### config.mk
export PLATFORM = sky130hd
export DESIGN_NAME = tensor_element_to_fp32
export DESIGN_NICKNAME = d
export VERILOG_FILES = /design/src/rtl/core/tef_pkg.sv /design/src/rtl/core/tef_decode.sv /design/src/rtl/core/tef_normalize.sv /design/src/rtl/core/tef_round.sv /design/src/rtl/core/tensor_element_to_fp32.sv
export SDC_FILE = /design/constraint.sdc
export NUM_CORES = 1
export LEC_CHECK = 0
export BUFFER_PORTS_ARGS = -buffer_cell sky130_fd_sc_hd__buf_2
export CAP_MARGIN = 10
export CELL_PAD_IN_SITES_DETAIL_PLACEMENT = 2
export CELL_PAD_IN_SITES_GLOBAL_PLACEMENT = 2
export CORE_MARGIN = 2
export CORE_UTILIZATION = 38
export DETAILED_ROUTE_END_ITERATION = 10
export PLACE_DENSITY = 0.82
export SETUP_SLACK_MARGIN = 0.1
export SLEW_MARGIN = 40
export SYNTH_ARGS = -nofsm -noshare
export SYNTH_HDL_FRONTEND = slang
export SYNTH_SLANG_ARGS = --single-unit
### constraint.sdc
create_clock -name clk_i -period 4.2 [get_ports clk_i]
set_input_delay 0.63 -clock clk_i [delete_from_list [all_inputs] [get_ports clk_i]]
set_output_delay 0.63 -clock clk_i [all_outputs]
set_load 0.1 [all_outputs]
### src/rtl/core/tef_pkg.sv
// Package for the tensor element to fp32 converter.
// Holds element type codes, field constants and the stage payload structs.
package tef_pkg;

  typedef enum logic [2:0] {
    TYPE_FP32  = 3'd0,
    TYPE_FP16  = 3'd1,
    TYPE_INT8  = 3'd2,
    TYPE_INT32 = 3'd3
  } elem_type_e;

  localparam logic [4:0] HalfExpAll   = 5'h1f;
  localparam logic [7:0] ExpRebias    = 8'd112;
  localparam logic [7:0] Fp32ExpAll   = 8'hff;
  localparam logic [7:0] IntExpBase   = 8'd126;

  // Stage 1 -> 2: decoded operand as sign and magnitude.
  typedef struct packed {
    logic        is_int;
    logic        sign;
    logic [31:0] mag;      // integer magnitude, or preformed float bits
    logic        bad;
    logic        last;
  } s1_t;

  // Stage 2 -> 3: normalized integer or final float.
  typedef struct packed {
    logic        is_int;
    logic        sign;
    logic [31:0] norm;     // integer magnitude with the leading one at bit 31, or float bits
    logic [4:0]  pos;      // leading one position
    logic        zero;
    logic        bad;
    logic        last;
  } s2_t;

  // Leading one position of a nonzero word.
  function automatic logic [4:0] lead_pos(input logic [31:0] v);
    logic [4:0] p;
    p = '0;
    for (int i = 0; i < 32; i++) begin
      if (v[i]) p = 5'(i);
    end
    return p;
  endfunction

endpackage

### src/rtl/core/tef_decode.sv
// Stage 1: type decode, half widening and integer sign/magnitude.
// Depends on tef_pkg.
module tef_decode import tef_pkg::*; (
  input  logic [2:0]  elem_type_i,
  input  logic [31:0] raw_word_i,
  input  logic        last_i,
  output s1_t         s1_o
);
  logic [4:0]  he;
  logic [9:0]  hm;
  logic [4:0]  k;
  logic [9:0]  hn;
  logic [31:0] half_bits;
  logic [7:0]  ib;

  always_comb begin
    he = raw_word_i[14:10];
    hm = raw_word_i[9:0];
    k  = lead_pos({22'd0, hm});
    hn = 10'(hm << (5'd10 - k));
    if (he == '0) begin
      if (hm == '0) half_bits = {raw_word_i[15], 31'd0};
      else half_bits = {raw_word_i[15], 8'(8'd103 + {3'd0, k}), hn, 13'd0};
    end else if (he == HalfExpAll) begin
      half_bits = {raw_word_i[15], Fp32ExpAll, hm, 13'd0};
    end else begin
      half_bits = {raw_word_i[15], 8'({3'd0, he} + ExpRebias), hm, 13'd0};
    end
    ib = raw_word_i[7:0];
    s1_o = '0;
    s1_o.last = last_i;
    case (elem_type_i)
      TYPE_FP32: s1_o.mag = raw_word_i;
      TYPE_FP16: s1_o.mag = half_bits;
      TYPE_INT8: begin
        s1_o.is_int = 1'b1;
        s1_o.sign   = ib[7];
        s1_o.mag    = {24'd0, ib[7] ? 8'(8'd0 - ib) : ib};
      end
      TYPE_INT32: begin
        s1_o.is_int = 1'b1;
        s1_o.sign   = raw_word_i[31];
        s1_o.mag    = raw_word_i[31] ? 32'(32'd0 - raw_word_i) : raw_word_i;
      end
      default: s1_o.bad = 1'b1;
    endcase
  end
endmodule

### src/rtl/core/tef_normalize.sv
// Stage 2: leading one count and normalizing shift.
// Depends on tef_pkg.
module tef_normalize import tef_pkg::*; (
  input  s1_t s1_i,
  output s2_t s2_o
);
  logic [4:0] p;
  always_comb begin
    p = lead_pos(s1_i.mag);
    s2_o.is_int = s1_i.is_int;
    s2_o.sign   = s1_i.sign;
    s2_o.pos    = p;
    s2_o.zero   = (s1_i.mag == '0);
    s2_o.bad    = s1_i.bad;
    s2_o.last   = s1_i.last;
    s2_o.norm   = s1_i.is_int ? 32'(s1_i.mag << (5'd31 - p)) : s1_i.mag;
  end
endmodule

### src/rtl/core/tef_round.sv
// Stage 3: round to nearest even and pack the float.
// Depends on tef_pkg.
module tef_round import tef_pkg::*; (
  input  s2_t         s2_i,
  output logic [31:0] fp32_bits_o
);
  logic [23:0] mant;
  logic        g, st, up;
  logic [31:0] base;
  always_comb begin
    mant = s2_i.norm[31:8];
    g    = s2_i.norm[7];
    st   = |s2_i.norm[6:0];
    up   = g & (st | mant[0]);
    base = {s2_i.sign, 8'(IntExpBase + {3'd0, s2_i.pos}), 23'd0};
    if (s2_i.bad || (s2_i.is_int && s2_i.zero)) fp32_bits_o = '0;
    else if (!s2_i.is_int) fp32_bits_o = s2_i.norm;
    else fp32_bits_o = 32'(base + {8'd0, mant} + {31'd0, up});
  end
endmodule

### src/rtl/core/tensor_element_to_fp32.sv
// Top level of the tensor element to fp32 converter.
// Depends on tef_pkg, tef_decode, tef_normalize, tef_round.
//
// Usage: one element per beat on the s_axis channel, one fp32 result per
// beat on the m_axis channel, in order. s_axis_tdata carries raw_word in
// bits 31:0; s_axis_tuser carries elem_type; tlast marks the final element.
// m_axis_tdata carries fp32_bits; m_axis_tuser carries bad_type.
// Pipeline: decode, normalize, round, each followed by a register stage;
// an accepted element passes s1_q, s2_q and out_q before m_axis_tvalid.
// Throughput: one element per cycle unless stalled; every stage advances
// when the stage after it is empty or being drained, so a stalled receiver
// only freezes the occupied stages and a bubble is filled in the same cycle.
// Reset clears all valid bits; nothing is in flight afterward.
// When m_axis_tready is low the output holds; s_axis_tready drops only
// once all three stages are full.
module tensor_element_to_fp32 import tef_pkg::*; (
  input  logic        clk_i,
  input  logic        rst_ni,
  input  logic        s_axis_tvalid,
  output logic        s_axis_tready,
  input  logic [31:0] s_axis_tdata,   // raw_word[31:0]
  input  logic [2:0]  s_axis_tuser,   // elem_type[2:0]
  input  logic        s_axis_tlast,
  output logic        m_axis_tvalid,
  input  logic        m_axis_tready,
  output logic [31:0] m_axis_tdata,   // fp32_bits[31:0]
  output logic        m_axis_tuser,   // bad_type
  output logic        m_axis_tlast
);
  s1_t s1_d, s1_q;
  s2_t s2_d, s2_q;
  logic [31:0] out_d, out_q;
  logic bad_q, last_q;
  logic v1_q, v2_q, v3_q;
  logic en1, en2, en3;

  assign en3 = !v3_q || m_axis_tready;
  assign en2 = !v2_q || en3;
  assign en1 = !v1_q || en2;
  assign s_axis_tready = en1;

  tef_decode u_dec (
    .elem_type_i(s_axis_tuser), .raw_word_i(s_axis_tdata),
    .last_i(s_axis_tlast), .s1_o(s1_d)
  );
  tef_normalize u_norm (.s1_i(s1_q), .s2_o(s2_d));
  tef_round u_rnd (.s2_i(s2_q), .fp32_bits_o(out_d));

  // Advance valid bits
  always_ff @(posedge clk_i or negedge rst_ni) begin
    if (!rst_ni) begin
      v1_q <= 1'b0;
      v2_q <= 1'b0;
      v3_q <= 1'b0;
    end else begin
      if (en1) v1_q <= s_axis_tvalid;
      if (en2) v2_q <= v1_q;
      if (en3) v3_q <= v2_q;
    end
  end

  // Advance payload
  always_ff @(posedge clk_i) begin
    if (en1) s1_q <= s1_d;
    if (en2) s2_q <= s2_d;
    if (en3) begin
      out_q  <= out_d;
      bad_q  <= s2_q.bad;
      last_q <= s2_q.last;
    end
  end

  assign m_axis_tvalid = v3_q;
  assign m_axis_tdata  = out_q;
  assign m_axis_tuser  = bad_q;
  assign m_axis_tlast  = last_q;
endmodule

==> impl_metrics.ini <==
[timing]
maxSlewViolCount = 0
fmax_mhz = 261
fin_crit_sh_pct = 91.4
rsz0062_at_grt = false
finalCriticalPeriod_ps = 3840
finalHoldViolCount = 0
skew_ps = 11.4
setup_tns_ps = 0
setup-violations-final = 0
maxSlewHeadroom_pct = 39.0
whs_ps = 380
worst_pin_slew_ps = 915

[placement]
dp_hpwl_um = 26100
dpl.cell_count = 1277
place.gp.congestion = 0.956
port_buffers = 75

[synthesis]
synthMostInstantiatedCell = nor2_1
ys_seq_area_share_pct = 40.3
synth.largest_area_cell = edfxtp_1
synthCells = 972
ys_ff_latch = 115
yosysUniqueCellTypes = 72
netlist_area_sq_um = 8540
syn_nets = 1020
synthAdderAreaFrac_pct = 1.17
yosys_warnings = 0
synth_top_family_by_area = compound AO/OA/AOI/OAI gates
synth_flop_cell = edfxtp_1
synth_enable_flop_cells = 112
synthArstFlopShare_pct = 2.61
yosys.area_share.simple_pct = 20.9
yosys-top-cells-area = edfxtp_1 (39%), nor2_1 (5.5%), mux2i_1 (4.2%)
synth_compound_area_share_pct = 24.1
synth_top_area_share_pct = 39.4
avgSynthCellArea_sq_um = 8.79
synth-xor-area-share_pct = 2.87
synth_common_cells = nor2_1 (124), edfxtp_1 (112), nand2_1 (71), a21oi_1 (70), o21ai_0 (50)
synth.area.mux_share_pct = 5.54

[clock_network]
clock_sinks = 115
clock-root-buffer = clkbuf_16
clockBufferDepth = 2
postCtsSetupBuffers = 0
clk_latency_ps = 440
tritoncts = yes
path_clk_slew_ps = 60
cts-buffers-inserted = 17
htreeDepth = 4

[pwr]
internal_power_mw = 3.00
switchingPower_mw = 2.28
peakVddDrop_uv = 221
p_per_area_nw_per_um2 = 542
combPwrFrac_pct = 38.0
clkPwrFrac_pct = 28.7
totalPowerFinal_mw = 5.28
power.leakage_nw = 3.71
seq_power_share_pct = 33.3
swShare_pct = 43.2

[floorplanning]
die_area_sq_um = 23700
io_pins = 76
die_h_um = 154
coreArea_sq_um = 22000
rows = 54
initial_core_util_pct = 38.9
die_w_um = 154

[global_routing]
grt_pass1_vias = 9037
grt_util_all_layers_pct = 30.7
overflow = 0
grt_pass1_wl_um = 55400
antenna_found_initial = 0
grt_max_degree = 60

[finish]
insertedDiodeCount = 0
drive_gt1_share_pct = 15.0
final_cell_count_no_fill = 1310
final_util_pct = 44.4
nNetsFinal = 1065
area_growth_pct = 14.1

[min_path]
holdCritStartpoint = s_axis_tlast
hp-class = in2reg

[detailed_routing]
vias = 8636
initialDrtViolationCount = 600
wl_um = 36100
wire_per_inst_um = 27.5
drtAntennaViolNets = 0
drc = 0
drtPass1Iterations = 5
vias_per_cell = 6.59

[critical_path]
path_cells = or4_1 -> o221a_2 -> nor2_1 -> o21ai_0 -> a31oi_1 -> mux2i_1 -> mux2_2 -> o221ai_1
critPathKind = reg2reg
critPathCaptureType = flip-flop
max_stage_delay_ps = 590
cp.required_ps = 4440
crit_fanout = 12
critPathLaunch = s1_q[21]$_DFFE_PP_
cp_data_arrival_time_ps = 4080
worst_path_max_delay_cell = nor2_1
start_kind = flip-flop
worstReg2RegStart = s1_q[21]$_DFFE_PP_

[outcome]
outcome = finished clean

[flow_run]
cap_violations = 0
## power groups by stage
stage / registers [mW] / clock network (mW) / logic [mW]
2_1_floorplan: 2.04 / 0 / 1.08
3_3_place_gp: 1.73 / 0 / 1.87
3_5_place_dp: 1.76 / 0 / 1.93
4_1_cts: 1.75 / 1.52 / 1.97
5_1_grt: 1.78 / 1.56 / 2.12
6_report: 1.76 / 1.52 / 2.01
## final timing paths
check                                                  to  cells after the start  slack [ps]
min in group asynchronous       m_axis_tvalid$_DFFE_PN0P_                      2         510
max in group asynchronous                v2_q$_DFFE_PN0P_                      2        3570
worst max register to register         s2_q[37]$_DFFE_PP_                      8         360
worst min register to register         s2_q[40]$_DFFE_PP_                      0         420
worst max-delay path                   s2_q[37]$_DFFE_PP_                      8         360
worst min-delay path                    s1_q[0]$_DFFE_PP_                      1         380
## layer usage
metal	vias to the layer above	track usage [%]	part of all wire, %
li1	3787	-	-
met1	4470	36.8	41
met2	305	54.1	51
met3	74	5.47	5.0
met4	0	13.1	3.6
met5	-	0	0
## repair_timing
action | in CTS | in global routing
resized for setup | 0 | 0
hold buffers | 1 | 0
endpoints found under the hold margin | 3 | 0
## cells in the final DEF, fill, tap and decap left out, drive strengths merged, types with 21 or more instances in the layout
cell type and count:
nor2 124, o21ai 51, mux2i 36, a211oi 31, nand3 38, a21oi 70, buf 97, nor3 30
edfxtp 112, nand2 72, clkbuf 21, inv 37
## worst max-delay path: cells and delay by family (launching register included)
| family | cells | cell delay, ps |
|---|---|---|
| AOI/OAI and AO/OA | 4 | 1290 |
| DFF | 1 | 540 |
| muxes | 2 | 670 |
| and+or+nand+nor | 2 | 1140 |
## through the flow
step,area [sq um],setup WS (ps)
after floorplan,8540,136
after global placement,9130,627
after detailed placement,9130,538
after CTS,9740,463
after global routing,9740,255
final,9740,362
## cells by family after synthesis
logic type,after synthesis
and+or+nand+nor,369
buffers and inverters,107
DFF,115
adders and majority gates,8
xor gates and xnor gates,28
AOI/OAI and AO/OA,299
muxes,46
## flip-flops by register name, summed over array words and instances (netlist names)
register and count:
m_axis_tvalid 1, s2_q 42, v2_q 1, m_axis_tlast 1, m_axis_tdata 32, v1_q 1
m_axis_tuser 1, s1_q 36
## area by class of cell
cell class / instances / area, sq um
Inverter: 35 / 134
Multi-Input combinational cell: 750 / 4670
Timing Repair Buffer: 98 / 551
Sequential cell: 115 / 3440
Clock inverter: 11 / 126
Fill cell: 2397 / 12200
Tap cell: 280 / 350
Clock buffer: 21 / 470
No activity file was read; power rests on OpenSTA's default activity.
